[config.mk]
export PLATFORM = sky130hd
export DESIGN_NAME = clsr_step
export DESIGN_NICKNAME = d
export VERILOG_FILES = /design/src/rtl/core/clsr_pkg.sv /design/src/rtl/core/clsr_step.sv
export SDC_FILE = /design/constraint.sdc
export NUM_CORES = 2
export LEC_CHECK = 0
export ABC_CLOCK_PERIOD_IN_PS = 9800
export BUFFER_PORTS_ARGS = -buffer_cell sky130_fd_sc_hd__buf_4
export CAP_MARGIN = 0
export CORE_ASPECT_RATIO = 0.7
export CORE_MARGIN = 5
export CORE_UTILIZATION = 50
export DETAILED_ROUTE_END_ITERATION = 8
export PLACE_DENSITY = 0.75
export SYNTH_ARGS = -nofsm -noshare
export SYNTH_HDL_FRONTEND = slang
export SYNTH_SLANG_ARGS = --single-unit
[constraint.sdc]
create_clock -name clk -period 9.8 [get_ports clk]
set_input_delay 0.49 -clock clk [delete_from_list [all_inputs] [get_ports clk]]
set_output_delay 0.49 -clock clk [all_outputs]
set_load 0.1 [all_outputs]
[src/rtl/core/clsr_pkg.sv]
// shared types and constants of the combined lcg shuffle generator
// generator constants, step handshake structs and the sequencer state enum
// no dependencies
package clsr_pkg;

  // generator one
  localparam logic [30:0] MOD1 = 31'd2147483563;
  localparam logic [15:0] MUL1 = 16'd40014;
  localparam logic [15:0] QUO1 = 16'd53668;
  localparam logic [15:0] REM1 = 16'd12211;

  // generator two
  localparam logic [30:0] MOD2 = 31'd2147483399;
  localparam logic [15:0] MUL2 = 16'd40692;
  localparam logic [15:0] QUO2 = 16'd52774;
  localparam logic [15:0] REM2 = 16'd3791;

  // reciprocal of the schrage quotient, scaled by 2^RECIP_SHIFT
  localparam int          RECIP_SHIFT = 47;
  localparam logic [31:0] RECIP1 = 32'((64'd1 << RECIP_SHIFT) / 64'd53668);
  localparam logic [31:0] RECIP2 = 32'((64'd1 << RECIP_SHIFT) / 64'd52774);

  localparam logic [31:0] FIRST_RESET  = 32'd1;
  localparam logic [30:0] SECOND_RESET = 31'd123456789;

  // shuffle table
  localparam int          TABLE_DEPTH   = 32;
  localparam int          TABLE_IDX_W   = 5;
  localparam int          REBUILD_STEPS = 40;
  localparam logic [30:0] TABLE_DIV     = 31'(64'd1 + (64'd2147483563 - 64'd1) / 64'd32);
  localparam logic [30:0] WRAP_ADD      = 31'd2147483562;
  localparam logic [30:0] MAG_MAX       = 31'h7fffffff;

  // generator select of a step unit
  localparam logic GEN_ONE = 1'b0;
  localparam logic GEN_TWO = 1'b1;

  localparam logic CMD_DRAW   = 1'b0;
  localparam logic CMD_RESEED = 1'b1;

  typedef struct packed {
    logic        start;
    logic [30:0] seed;
  } step_req_t;

  typedef struct packed {
    logic        done;
    logic [30:0] value;
  } step_rsp_t;

  typedef enum logic [2:0] {
    ST_IDLE,
    ST_CHECK,
    ST_REB_LAUNCH,
    ST_REB_WAIT,
    ST_DRAW_LAUNCH,
    ST_DRAW_WAIT,
    ST_DELIVER
  } state_t;

endpackage

[src/rtl/core/clsr_step.sv]
// six stage schrage step of one lehmer generator
// uses clsr_pkg for generator constants and the step structs
module clsr_step import clsr_pkg::*; (
  input  logic      clk,
  input  logic      rst,
  input  logic      gen_sel,
  input  step_req_t req,
  output step_rsp_t rsp
);

  logic [31:0] recip;
  logic [15:0] quo;
  logic [15:0] mul;
  logic [15:0] rem;
  logic [30:0] modv;

  always_comb begin
    case (gen_sel)
      GEN_ONE: begin
        recip = RECIP1;
        quo   = QUO1;
        mul   = MUL1;
        rem   = REM1;
        modv  = MOD1;
      end
      default: begin
        recip = RECIP2;
        quo   = QUO2;
        mul   = MUL2;
        rem   = REM2;
        modv  = MOD2;
      end
    endcase
  end

  logic [5:0]  vld;
  logic [62:0] prod0;
  logic [15:0] k0, k1, k2, k3;
  logic [30:0] s0, s1;
  logic [31:0] m1;
  logic [31:0] diff2;
  logic [15:0] r2;
  logic [31:0] a3, a4;
  logic [31:0] b4;
  logic [32:0] t5;
  logic [30:0] val;

  assign prod0 = 63'(req.seed) * 63'(recip);
  assign diff2 = 32'(s1) - m1;
  assign t5    = {1'b0, a4} - {1'b0, b4};

  always_ff @(posedge clk) begin
    if (rst) begin
      vld <= '0;
    end else begin
      vld <= {vld[4:0], req.start};
    end
  end

  always_ff @(posedge clk) begin
    // quotient estimate, low by at most one
    k0 <= prod0[RECIP_SHIFT +: 16];
    s0 <= req.seed;
    m1 <= 32'(k0) * 32'(quo);
    k1 <= k0;
    s1 <= s0;
    // correct the estimate
    if (diff2 >= 32'(quo)) begin
      r2 <= 16'(diff2 - 32'(quo));
      k2 <= k1 + 16'd1;
    end else begin
      r2 <= diff2[15:0];
      k2 <= k1;
    end
    a3 <= 32'(mul) * 32'(r2);
    k3 <= k2;
    b4 <= 32'(k3) * 32'(rem);
    a4 <= a3;
    if (t5[32]) begin
      val <= 31'(t5 + 33'(modv));
    end else begin
      val <= t5[30:0];
    end
  end

  assign rsp.done  = vld[5];
  assign rsp.value = val;

endmodule

Yosys cells after proc, flatten, opt, wreduce, memory -nomap -nowiden
Cells that the tools add are included.
{ "op_classes": {"n_shift": 0, "div": 0, "n_eq_ne": 0, "order_cmp": 1, "mux": 8, "reduce_logical": 0, "n_bitwise": 0, "multipliers": 4, "n_addsub": 5} }
{ "op_table": {"columns": ["cell", "count"], "rows": [
  ["16-bit by 16-bit multiplier with 32-bit output", 3],
  ["31-bit by 32-bit multiplier with 63-bit output", 1],
  ["32-bit by 32-bit subtractor with 33-bit output", 1],
  ["32-bit by 16-bit >= comparator with 1-bit output", 1],
  ["16-bit two-way mux", 2],
  ["31-bit by 32-bit subtractor with 32-bit output", 1],
  ["31-bit adder", 1],
  ["31-bit two-way mux", 1],
  ["26-bit two-way mux", 1],
  ["16-bit by 1-bit adder with 16-bit output (second input constant)", 1],
  ["16-bit subtractor", 1],
  ["14-bit two-way mux", 1],
  ["13-bit two-way mux", 1],
  ["10-bit two-way mux", 1],
  ["8-bit two-way mux", 1]
]} }
{ "totals": {"romBits": 0, "ff_bits": 307, "n_memories": 0, "input_bits": 35, "out_inout_bits": 32, "latchBits": 0, "mem_bits_rw": 0, "word_cells": 31} }

Depth between registers and ports, before layout
{ "logic_depth": {"depth_word": 3, "depth_mapped": 33, "mapped_depth_nobuf": 31} }

Least setup slack after synthesis
Ideal clock, no wire load.
{ "synth_path": {"path_kind": "input -> register", "from": "in gen_sel", "to": "reg k0[14]", "stages": 31, "t_required_ps": 9728, "setup_slack_ps": 1665, "setup_ps": 72, "arrival_ps": 8063, "path_buffers": 4, "cell_sequence": "clkbuf_1 -> buf_1 -> clkbuf_1 -> buf_1 -> nand2_1 -> inv_1 -> fa_1 -> fa_1 -> fa_1 -> inv_1 -> fa_1 -> inv_1 -> fa_1 -> fa_1 -> fa_1 -> inv_1 -> fa_1 -> inv_1 -> ha_1 -> a21oi_1 -> a21boi_0 -> o2111ai_1 -> a21boi_0 -> o21ai_0 -> nand2_1 -> nor3b_1 -> nor3_1 -> or3_1 -> a21oi_1 -> nor2b_1 -> xnor2_1"} }
{ "synth_via": {"elab_chain_cells": 2} }
{ "synth_rtl": {"columns": ["item", "line", "rtl"], "rows": [
  ["start: declaration", "clsr_step.sv:6", "input logic gen_sel,"],
  ["26-bit two-way mux", "clsr_step.sv:18", "case (gen_sel)"],
  ["31-bit by 32-bit multiplier with 63-bit output", "clsr_step.sv:48", "assign prod0 = 63'(req.seed) * 63'(recip);"],
  ["named net prod0[61]", "clsr_step.sv:37", "logic [62:0] prod0;"],
  ["end signal: assignment", "clsr_step.sv:62", "k0 <= prod0[RECIP_SHIFT +: 16];"],
  ["end: declaration", "clsr_step.sv:38", "logic [15:0] k0, k1, k2, k3;"]
]} }
The timed path passes the listed nets, and every way through them passes these cells.
A chain may end at the register's enable or synchronous reset.

Worst setup path in the final report
Same ends and word-level chain as after synthesis.

==> results.sh <==
export IMPL_die_y_um=274
export IMPL_die_area_um2=106000
export IMPL_setup_violations=0
export IMPL_drtAntennaViolNets=0
export IMPL_syn2layout_area_growth_pct=6.14
export IMPL_gp_congestion=0.985
export IMPL_hold_violations=0
export IMPL_htreeDepth=1
export IMPL_drt_pass1_iterations=5
export IMPL_cts_resized=0
export IMPL_grt_setup_unrepaired="false"
export IMPL_initial_core_util_pct=50.2
export IMPL_totalWireLength_mm=118
export IMPL_syn_area_um2=49900
export IMPL_root_buffer="clkbuf_16"
export IMPL_wl_per_cell_um=18.4
export IMPL_required_ps=10310
export IMPL_multi_input_area_um2=38500
export IMPL_grt_max_degree=44
export IMPL_grt_usage_pct=23.0
export IMPL_status="complete, no violations"
export IMPL_cts_buffer_depth=3
export IMPL_syn_avg_cell_area_um2=9.92
export IMPL_fin_skew_ps=39.3
export IMPL_hold_depth=2
export IMPL_die_width_um=388
export IMPL_critPathLaunchType="input port"
export IMPL_vias=33431
export IMPL_core_area_um2=99500
export IMPL_cts_inserted_buffers=29
export IMPL_fin_nets=6931
export IMPL_crit_type="input port to flip-flop"
export IMPL_port_buffers=66
export IMPL_clock_latency_ps=610
export IMPL_netlist_instances=5031
export IMPL_rows=97
export IMPL_via_per_inst=5.19
export IMPL_regArea_um2=6090
export IMPL_yosys_warnings=0
export IMPL_synth_edf_count=0
export IMPL_min_period_ps=8500
export IMPL_worstMarginPinSlew_ps=1310
export IMPL_ios=67
export IMPL_end_kind="flip-flop"
export IMPL_ys_seq_elements=304
export IMPL_diodes=0
export IMPL_grt_pass1_wl_mm=195
export IMPL_synth_area_top_cells="fa_1 37%, ha_1 23%, dfxtp_1 12%"
export IMPL_r2r_cells=23
export IMPL_yosysTopAreaCellShare_pct=36.8
export IMPL_final_max_slew_viol_count=0
export IMPL_seq_area_frac_synth_pct=12.2
export IMPL_cp_data_arrival_time_ps=9010
export IMPL_cts_sinks=304
export IMPL_drc=0
export IMPL_overflow=0
export IMPL_clk_pin_slew_ps=70
export IMPL_synth_ff_type="dfxtp_1"
export IMPL_cts_tree="done"
export IMPL_grt_pass1_vias=35542
export IMPL_fmax_mhz=118
export IMPL_drive_gt1_share_pct=3.76
export IMPL_post_cts_buffers=0
export IMPL_synth_top_area_cell="fa_1"
export IMPL_grt_antenna_before_repair=1
export IMPL_post_route_period_util_pct=86.7
export IMPL_post_cts_hold_buffer_count=0
export IMPL_fillers=8752
export IMPL_synth_cell_types=82
export IMPL_tns_ps=0
export IMPL_drtIter0Drc=2388
export IMPL_place_hpwl_mm=104
export IMPL_min_path_type="input port to flip-flop"
export IMPL_max_slew_margin_pct=11.2
export IMPL_worstPathMaxFanout=43
export IMPL_async_reset_ff_share_pct=0
export IMPL_whs_ps=87.1
export IMPL_maxCapViolCount=0
[routing by layer]
metal	global-route usage [%]	up-vias	routed length [um]
met4	2.91	2	1620
met5	0	-	13
met3	7.10	110	12700
met1	34.2	16477	55200
met2	34.0	1172	48900
li1	-	15670	-
[cell families after synthesis]
family / synth area share (%)
simple gates: 7.25
mux: 0.190
xor+xnor: 3.73
flops: 12.2
other cells: 0.0150
compound gates: 6.64
buf+inv: 10.7
fa+ha+maj: 59.3
[worst paths after layout]
check          start     end  slack (ps)
max          gen_sel  k0[14]        1300
min              rst  vld[3]          90
max reg2reg   k3[10]  b4[31]        2350
min reg2reg   k2[14]  k3[14]         310
[placed cells by master (no fill, tap or decap), drive strengths merged, types with 30 or more instances in the layout]
cell type  synthesis  final
a21o              79     79
a21oi            145    145
buf               12     82
clkbuf            63     30
dfxtp            304    304
fa               917    917
ha               898    898
inv             1346   1356
nand2            224    224
nand2b            36     36
nand3             44     44
nor2             200    200
nor2b             46     46
nor3              53     53
o21a              33     33
o21ai            111    111
or2               35     35
xnor2            148    148
xor2              64     64
[sequential cells by signal, summed over array words and instances (netlist names)]
register,flops
k0,16
vld,6
s0,31
val,31
m1,31
a3,31
k3,16
a4,31
r2,16
k1,16
k2,16
b4,32
s1,31
[cell usage after synthesis, types with 11 or more instances]
master,n
o21ai_0,102
a211oi_1,19
o211ai_1,14
nand2b_1,36
a21oi_1,145
nand2_1,224
or2_2,34
inv_1,1346
clkbuf_1,63
xor2_1,64
a21boi_0,11
nor2b_1,46
dfxtp_1,304
o21a_1,33
fa_1,917
nand3_1,44
o21bai_1,21
or3_1,20
a31oi_1,15
nor2_1,200
xnor2_1,147
a21o_1,79
ha_1,898
and2_1,26
nand4_1,20
and3_1,26
nor3_1,52
[worst max-delay path, cell delays in order]
cell and delay [ps]:
buf_4 460, inv_2 100, buf_4 300, nor2_1 560, fa_1 530, inv_1 90, fa_1 440, fa_1 510
inv_1 60, fa_1 480, fa_1 580, fa_1 440, fa_1 500, ha_1 300, ha_1 310, a2111oi_0 400
o21ai_0 150, o211ai_1 110, a21boi_0 200, o21ai_0 310, nand2_1 80, nor3b_1 360, nor3_1 140, or3_1 430
a21oi_1 270, nor2b_1 200, xnor2_1 120
[through the flow]
| step | util [%] | setup slack (ps) | cell area, um2 | cells |
|---|---|---|---|---|
| floorplan | - | 1660 | 50000 | 5043 |
| global placement | 52.2 | 959 | 52000 | 6386 |
| detailed placement | 52.2 | 800 | 52000 | 6386 |
| CTS | 53.3 | 1410 | 53000 | 6440 |
| global route | 53.3 | 860 | 53000 | 6440 |
| finish | 53.3 | 1300 | 53000 | 6440 |
[layout make-up]
class	instances	area share (%)
multi-input cells	3316	72.7
repair buffers	82	1.16
inverters	1348	9.55
well taps	1336	3.15
clock inverters	24	0.534
clock buffers	30	1.40
flip-flops and latches	304	11.5
Power is left out: the tool's default activity adds up to more than one toggle a clock period on the data nets, which glitch-free logic cannot reach.
