===== src/rtl/core/clsr_ram.sv =====
// generic single write port ram with registered read
// no dependencies
module clsr_ram #(
  parameter int WIDTH = 31,
  parameter int DEPTH = 32
) (
  input  logic                     clk,
  input  logic                     we,
  input  logic [$clog2(DEPTH)-1:0] waddr,
  input  logic [WIDTH-1:0]         wdata,
  input  logic                     re,
  input  logic [$clog2(DEPTH)-1:0] raddr,
  output logic [WIDTH-1:0]         rdata
);

  logic [WIDTH-1:0] mem [DEPTH];

  always_ff @(posedge clk) begin
    if (we) begin
      mem[waddr] <= wdata;
    end
    if (re) begin
      rdata <= mem[raddr];
    end
  end

endmodule


===== config.mk =====
export PLATFORM = sky130hd
export DESIGN_NAME = clsr_ram
export DESIGN_NICKNAME = d
export VERILOG_FILES = /design/src/rtl/core/clsr_ram.sv
export SDC_FILE = /design/constraint.sdc
export NUM_CORES = 1
export LEC_CHECK = 0
export ABC_AREA = 1
export BUFFER_PORTS_ARGS = -buffer_cell sky130_fd_sc_hd__buf_2
export CAP_MARGIN = 20
export CELL_PAD_IN_SITES_DETAIL_PLACEMENT = 0
export CELL_PAD_IN_SITES_GLOBAL_PLACEMENT = 1
export CORE_MARGIN = 5
export CORE_UTILIZATION = 40
export CTS_BUF_LIST = sky130_fd_sc_hd__clkbuf_2 sky130_fd_sc_hd__clkbuf_4 sky130_fd_sc_hd__clkbuf_8
export DETAILED_ROUTE_END_ITERATION = 10
export MAX_ROUTING_LAYER = met4
export PLACE_DENSITY = 0.64
export SKIP_CTS_REPAIR_TIMING = 1
export SYNTH_ARGS = -nofsm -noshare
export SYNTH_HDL_FRONTEND = slang
export SYNTH_SLANG_ARGS = --single-unit

===== constraint.sdc =====
create_clock -name clk -period 3.1 [get_ports clk]
set_input_delay 0.155 -clock clk [delete_from_list [all_inputs] [get_ports clk]]
set_output_delay 0.155 -clock clk [all_outputs]
set_load 0.01 [all_outputs]

Word-level counts from Yosys, hierarchy flattened
Memory sizes are Yosys's and may differ from the RTL's. A register that Yosys moved wholly into a read port is not among the register bits.
Cells that the tools add are included.

cells by class
  multiplexer cells = 2

operator list
  operator          count
  1-bit 2-to-1 mux  2

word-level totals
  register bits after elaboration = 0
  bits in writable memories = 992
  input port bits = 44
  output and inout bits = 31
  logic and storage cells = 3
  memories = 1

memory list
  memory  words  bits a word  rd ports  clocked after memory_dff  write ports  RTL line  RTL
  mem     32     31           1         1                         1            16        logic [WIDTH-1:0] mem [DEPTH];

Depth between registers and ports, before layout
Gate-level depths: netlist (run 1).

  word-level depth = 2
  mapped depth = 11
  mapped depth without buffers = 9

Worst setup path after synthesis (run 1)
Ideal clock, no wire load.

  path type = input -> register
  start = input waddr[0]
  end = memory mem[0][0] (enable)
  setup time = 0.419 ns
  arrival = 1.769 ns
  required time = 2.681 ns
  setup slack = 0.912 ns
  cell stages on the path = 3
  path buffers = 0
  cells stage by stage = inv_1 nand3_1 nor2_1

RTL lines
  what             RTL line  RTL
  start, declared  9         input logic [$clog2(DEPTH)-1:0] waddr,
  end, declared    16

No word-level cell before the write port.

Worst setup path after layout (run 1)
  start = register rdata[14], read port of mem
  end = output rdata[14]

RTL lines
  what             RTL line  RTL
  start, declared  13        output logic [WIDTH-1:0] rdata

No word-level cell between the ends.

==> results of run 1 <==
## through the flow
| stage | hold slack (ps) | utilization [%] |
|---|---|---|
| final | 86.6 | 46.3 |
| after global routing | 67.5 | 46.3 |
| after CTS | -247 | 45.9 |
| after detailed placement | 569 | 42.7 |
| after global placement | 574 | 42.7 |
| after floorplan | 254 | - |
## where the power goes
| group | switching (W) | internal (W) | leakage (nW) |
|---|---|---|---|
| clock | 0.00541 | 0.00617 | 1.75 |
| sequential | 0.0000676 | 0.0154 | 9.25 |
| combinational | 0.00132 | 0.000490 | 6.22 |
| total | 0.00680 | 0.0221 | 17.2 |
## worst reg2reg max path, stage by stage (launching register included)
cell      delay (ps)
edfxtp_1         360
nand2_1           90
nand3_1           80
nand3_1          130
nand2_1           60
nand2_1           50
nand2_1           80
nand2_1           60
nand2_1          100
## registers in the layout (all words and copies together) (netlist names)
name   flops
rdata     31
mem      992
## metal layers
metal | vias up | GRT usage [%] | share of wire, %
met5 | - | - | 0
li1 | 12400 | - | -
met1 | 13000 | 30.1 | 44
met2 | 723 | 36.7 | 49
met4 | 0 | 6.33 | 2.3
met3 | 175 | 3.77 | 5.2
## worst max-delay path by stage
stage                        endpoint  slack (ps)  depth (start not counted)
after global routing        rdata[14]        1230                          1
after detailed placement     rdata[1]         950                          9
final                       rdata[14]        1340                          1
after floorplan             mem[0][0]         910                          3
after global placement    mem[14][25]         970                          6
after CTS                   rdata[14]        1280                          1
## final cells by class
cell class,count,area (um2),area share [%]
multi-input cells,2183,9380,19.9
inverters,10,58.8,0.125
clock buffers,232,2820,5.98
well taps,1368,1710,3.63
repair buffers,208,1930,4.09
diodes,3,7.51,0.0159
clock inverters,78,469,0.996
flip-flops and latches,1023,30700,65.2
## logic make-up after synthesis
kind of cell	Yosys count	synth area share, %
simple gates	2183	22.3
flops	1023	74.9
buf+inv	220	2.76
## layout by cell type (no fill, tap or decap)
cell,netlist,routed
buf_6,0,1
clkinv_2,0,23
inv_2,4,1
clkinv_1,0,41
buf_2,124,70
clkinvlp_4,0,4
edfxtp_1,1023,1023
clkbuf_8,0,172
diode_2,0,3
buf_4,40,66
nor2_4,0,32
bufinv_16,0,3
inv_6,0,5
buf_8,0,2
clkinv_8,0,1
nand2_1,1395,1395
dlygate4sd3_1,0,34
nand3_1,756,756
inv_8,0,5
inv_1,6,5
buf_12,0,35
clkbuf_4,0,60
==> results.json, run 1 <==
{
  "status": "finished, final reports clean",
  "initial_core_util_pct": 40.3,
  "seq_area_frac_synth_pct": 74.9,
  "cp.buffers_inverters": 1,
  "grt_pass1_wl_mm": 176,
  "setup_violations": 0,
  "netlist_top_cells_count": "1395 x nand2_1, 1023 x edfxtp_1, 756 x nand3_1",
  "antenna_found_initial": 4,
  "crit_path_start_kind": "flip-flop",
  "cp.arrival_ps": 1610,
  "slew_headroom_pct": 39.8,
  "hpwl_mm": 61.9,
  "cts_tree": "built",
  "powerDensity_nw_per_um2": 614,
  "clk_latency_ps": 840,
  "synth_area_um2": 41000,
  "first_iter_violations": 2363,
  "slowest_stage": "edfxtp_1",
  "wl_per_cell_um": 23.6,
  "drcViolationCount": 0,
  "worstSetupStartpoint": "rdata[14]",
  "fin_worst_skew_ps": 44.9,
  "r2r_setup_slack_ps": 1820,
  "synth_warnings": 0,
  "pre_cts_slack_ps": 953,
  "die_width_um": 330,
  "holdPathEnd": "rdata[9]",
  "finalHoldViolations": 0,
  "cts_made_buffers": 169,
  "slew_violations": 0,
  "cp.required_ps": 2940,
  "drive_gt1_share_pct": 12.9,
  "end_kind": "output port",
  "wl_mm": 121,
  "cts_num_sinks": 1023,
  "grt_max_degree": 132,
  "vias": 26300,
  "row_count": 117,
  "layout_setup_ws_ps": 1340,
  "netlist.area_leader.share_pct": 74.9,
  "period_needed_ps": 1760,
  "power_w": 0.0289,
  "path_max_fanout": 1,
  "synth-seq-cells": 1023,
  "clock_path_buffers": 3,
  "max_stage_delay_ps": 560,
  "path_cells": "buf_2",
  "ys_async_sr_fraction_pct": 0,
  "clk_pin_slew_worst_paths_ps": 60,
  "synthFlopType": "edfxtp_1",
  "syn_nets": 3470,
  "critPathTopFamily": "flip-flops",
  "tightest_slew_ps": 903,
  "irDropWorstVdd_mv": 0.281,
  "grt_use_total_pct": 22.7,
  "critPathKind": "flip-flop to output port",
  "firstDrtPassIters": 7,
  "place_inst": 4758,
  "rsz0062_at_grt": "no",
  "synth-edff-count": 1023,
  "final.setup.tns_ps": 0,
  "ys_types": 10,
  "worstHoldStart": "raddr[2]",
  "place_area_um2": 43500,
  "whs_path_depth": 7,
  "core_area_um2": 102000,
  "final_cell_count_no_fill": 5105,
  "fillers": 9238,
  "regToRegEndpoint": "rdata[0]",
  "viasPerCell": 5.15,
  "synthTopCellsByArea": "edfxtp_1 75%, nand2_1 13%, nand3_1 9.2%",
  "dieArea_um2": 109000,
  "io_pins": 75,
  "syn-instance-count": 3426,
  "io_buffer_count": 74,
  "grt_overflow_total": 0,
  "yosysMostFrequentCell": "nand2_1",
  "min_path_type": "input port to flip-flop",
  "grt_pass1_vias": 25300,
  "p_leak_nw": 17.2,
  "fin_crit_sh_pct": 56.9,
  "htreeDepth": 4,
  "fin_area_um2": 47100,
  "yosysTopAreaCell": "edfxtp_1",
  "cts-root-buf": "clkbuf_8",
  "die_h_um": 330,
  "r2r_start": "mem[21][0]",
  "ant_nets": 0,
  "layout.nets": 3639,
  "areaGrowthSynthToFinish_pct": 14.9,
  "gp_congestion": 0.759,
  "max_freq_ghz": 0.567,
  "syn_area_per_cell_um2": 12.0,
  "max_cap_viol_count": 0,
  "r2r_cells": 8
}
Note: power is estimated with default switching activity, not from simulation.
==> inputs of run 2 (changes only) <==
- ABC_AREA: 1 -> 0
- clock period: 3.1 -> 1.4 ns (I/O delays scaled with it)
==> run 2 against run 1 <==
  * The run now ends with negative setup slack left
  * Global-route usage decreased by 2.9 points
  * Non-clock buffer count up 146
  * Worst hold slack got worse by 31 ps
  * Synthesized cell count down 36%
  * Sequential share of layout area decreased by 1.3 points
  * Die area is 3.6% lower
  * Clock skew is 4.4 ps higher
  * Design area rose by 2.0%
  * Wire length fell by 15%
  * Synthesized area is 3.7% lower
  * Critical path type unchanged
  * Largest cell class unchanged
==> results.json, run 2 <==
{
  "status": "finished with violations",
  "violations": "negative setup slack",
  "largest_reg_flops": 992,
  "initial_core_util_pct": 40.2,
  "fin_crit_sh_pct": 118,
  "synth_area_um2": 39500,
  "syn-instance-count": 2192,
  "layout.nets": 2631,
  "fin_hold_ws_ps": 55.3,
  "cts_num_sinks": 1023,
  "seqCellArea_um2": 30700,
  "r2r_start": "mem[7][4]",
  "power_frac_seq_pct": 54.7,
  "combPwrFrac_pct": 6.1,
  "netlist.area_leader.share_pct": 77.8,
  "finalHoldViolations": 0,
  "wl_mm": 102,
  "period_needed_ps": 1660,
  "critPathTopFamily": "flip-flops",
  "r2r_cells": 6,
  "first_iter_violations": 1529,
  "core_area_um2": 98100,
  "max_stage_delay_ps": 540,
  "layout_setup_ws_ps": -259,
  "row_count": 115,
  "grt_max_degree": 36,
  "areaGrowthSynthToFinish_pct": 21.7,
  "regToRegEndpoint": "rdata[4]",
  "critPathKind": "flip-flop to output port",
  "ys_async_sr_fraction_pct": 0,
  "path_cells": "buf_2",
  "place_inst": 3672,
  "seq_area_frac_synth_pct": 77.8,
  "dieArea_um2": 105000,
  "cp.arrival_ps": 1590,
  "final.setup.tns_ps": -2580,
  "grt_use_total_pct": 19.9,
  "multi_input_area_um2": 8500,
  "netlist_top_cells_count": "1023 x edfxtp_1, 496 x mux2i_1, 95 x nand2_1, 95 x nand3_1",
  "r2r_setup_slack_ps": -20,
  "yosysTopAreaCell": "edfxtp_1",
  "rsz0062_at_grt": "yes",
  "min_path_type": "input port to flip-flop",
  "clock_path_buffers": 3,
  "wl_per_cell_um": 25.5,
  "path_max_fanout": 1,
  "fillers": 8205,
  "final_common_cell": "edfxtp_1",
  "slew_violations": 0,
  "synth-edff-count": 1023,
  "grt_pass1_vias": 21900,
  "syn_area_per_cell_um2": 18.0,
  "die_width_um": 324,
  "cts_tree": "built",
  "ant_nets": 0,
  "cp-endpoint": "rdata[24]",
  "drcViolationCount": 0,
  "clk_latency_ps": 830,
  "hpwl_mm": 62.8,
  "htreeDepth": 4,
  "syn_nets": 2236,
  "tightest_slew_ps": 591,
  "pre_cts_slack_ps": -421,
  "die_h_um": 324,
  "cts-root-buf": "clkbuf_8",
  "max_cap_viol_count": 0,
  "slowest_stage": "edfxtp_1",
  "setup_violations": 32,
  "grt_pass1_wl_mm": 147,
  "firstDrtPassIters": 5,
  "synthFlopType": "edfxtp_1",
  "synth_warnings": 0,
  "synthTopCellsByArea": "edfxtp_1 78%, mux2i_1 13%, a22oi_1 1.8%",
  "fin_area_um2": 48000,
  "reg.largest.list": "mem (992), rdata (31)",
  "p_sw_w": 0.0139,
  "cp_num_cells": 1,
  "top_register": "mem",
  "p_sw_share_pct": 22.1,
  "synth-seq-cells": 1023,
  "p_clk_share_pct": 39.3,
  "final_cell_count_no_fill": 3999,
  "powerDensity_nw_per_um2": 1310,
  "p_int_w": 0.0490,
  "vias": 21300,
  "io_pins": 75,
  "drive_gt1_share_pct": 23.4,
  "yosysMostFrequentCell": "edfxtp_1",
  "gp_congestion": 0.803,
  "antenna_found_initial": 3,
  "ys_types": 23,
  "end_kind": "output port",
  "layout_common_cells": "1023 x edfxtp_1, 496 x mux2i_1, 164 x clkbuf_8",
  "p_leak_nw": 17.0,
  "fin_worst_skew_ps": 49.3,
  "cp.buffers_inverters": 1,
  "cts_made_buffers": 163,
  "grt_overflow_total": 0,
  "cp.required_ps": 1330,
  "clk_pin_slew_worst_paths_ps": 60,
  "place_area_um2": 44300,
  "slew_headroom_pct": 60.6,
  "worstSetupStartpoint": "rdata[24]",
  "crit_path_start_kind": "flip-flop",
  "viasPerCell": 5.33,
  "io_buffer_count": 74,
  "max_freq_ghz": 0.603,
  "irDropWorstVdd_mv": 0.678
}
==> run 2: cell count changes after synthesis, sizes merged, moves of 62 or more <==
cell	previous run	this run
nand2	1395	95
nand3	756	95
mux2i	0	496
buf	185	75
a21oi	0	93
a22oi	0	93
a22o	0	62
==> run 2: how the worst min path moves through the flow <==
stage               from           to  slack [ps]  cells after the start
4_1_cts        wdata[13]   mem[7][13]        -350                      1
2_1_floorplan   wdata[0]    mem[0][0]         170                      0
6_report        raddr[2]     rdata[9]          60                      6
3_3_place_gp   rdata[28]    rdata[28]         510                      1
3_5_place_dp   rdata[12]    rdata[12]         520                      1
5_1_grt         waddr[1]  mem[28][22]          20                      4
==> run 2: area by class of cell <==
| class | instances | share of cell area (%) |
|---|---|---|
| diodes | 3 | 0.0156 |
| clock buffers | 217 | 5.53 |
| clock inverters | 70 | 1.09 |
| multi-input cells | 1045 | 17.7 |
| flip-flops and latches | 1023 | 64.0 |
| well taps | 1287 | 3.35 |
| repair buffers | 354 | 8.36 |
==> run 2: per-layer routing <==
layer  global-route usage [%]  wire [um]  vias to the layer above  share of wire, %
li1                         -          -                     9569                 -
met5                        -          0                        -                 0
met3                     3.47       4580                      141               4.5
met2                     33.7      52100                      580                51
met1                     25.1      43400                    11000                43
met4                     4.70       1780                        0               1.8
==> run 2: kinds of logic after synthesis <==
kind of cell	synth area share [%]
flip-flops	77.8
multiplexers	12.6
AO/OA/AOI/OAI	4.81
buffers and inverters	1.69
AND/OR/NAND/NOR	3.10
==> run 2: power groups by stage <==
stage | Clock [W] | Combinational (W) | Sequential, W
floorplan | 0 | 0.00180 | 0.0350
global route | 0.0269 | 0.00408 | 0.0344
CTS | 0.0254 | 0.00370 | 0.0344
global placement | 0 | 0.00363 | 0.0350
finish | 0.0247 | 0.00382 | 0.0344
detailed placement | 0 | 0.00369 | 0.0350
==> run 2: through the flow <==
step | util (%) | total power [W]
after floorplan | - | 0.0368
after global placement | 45.2 | 0.0386
after detailed placement | 45.2 | 0.0387
after CTS | 48.4 | 0.0635
after global routing | 48.9 | 0.0654
final | 48.9 | 0.0629
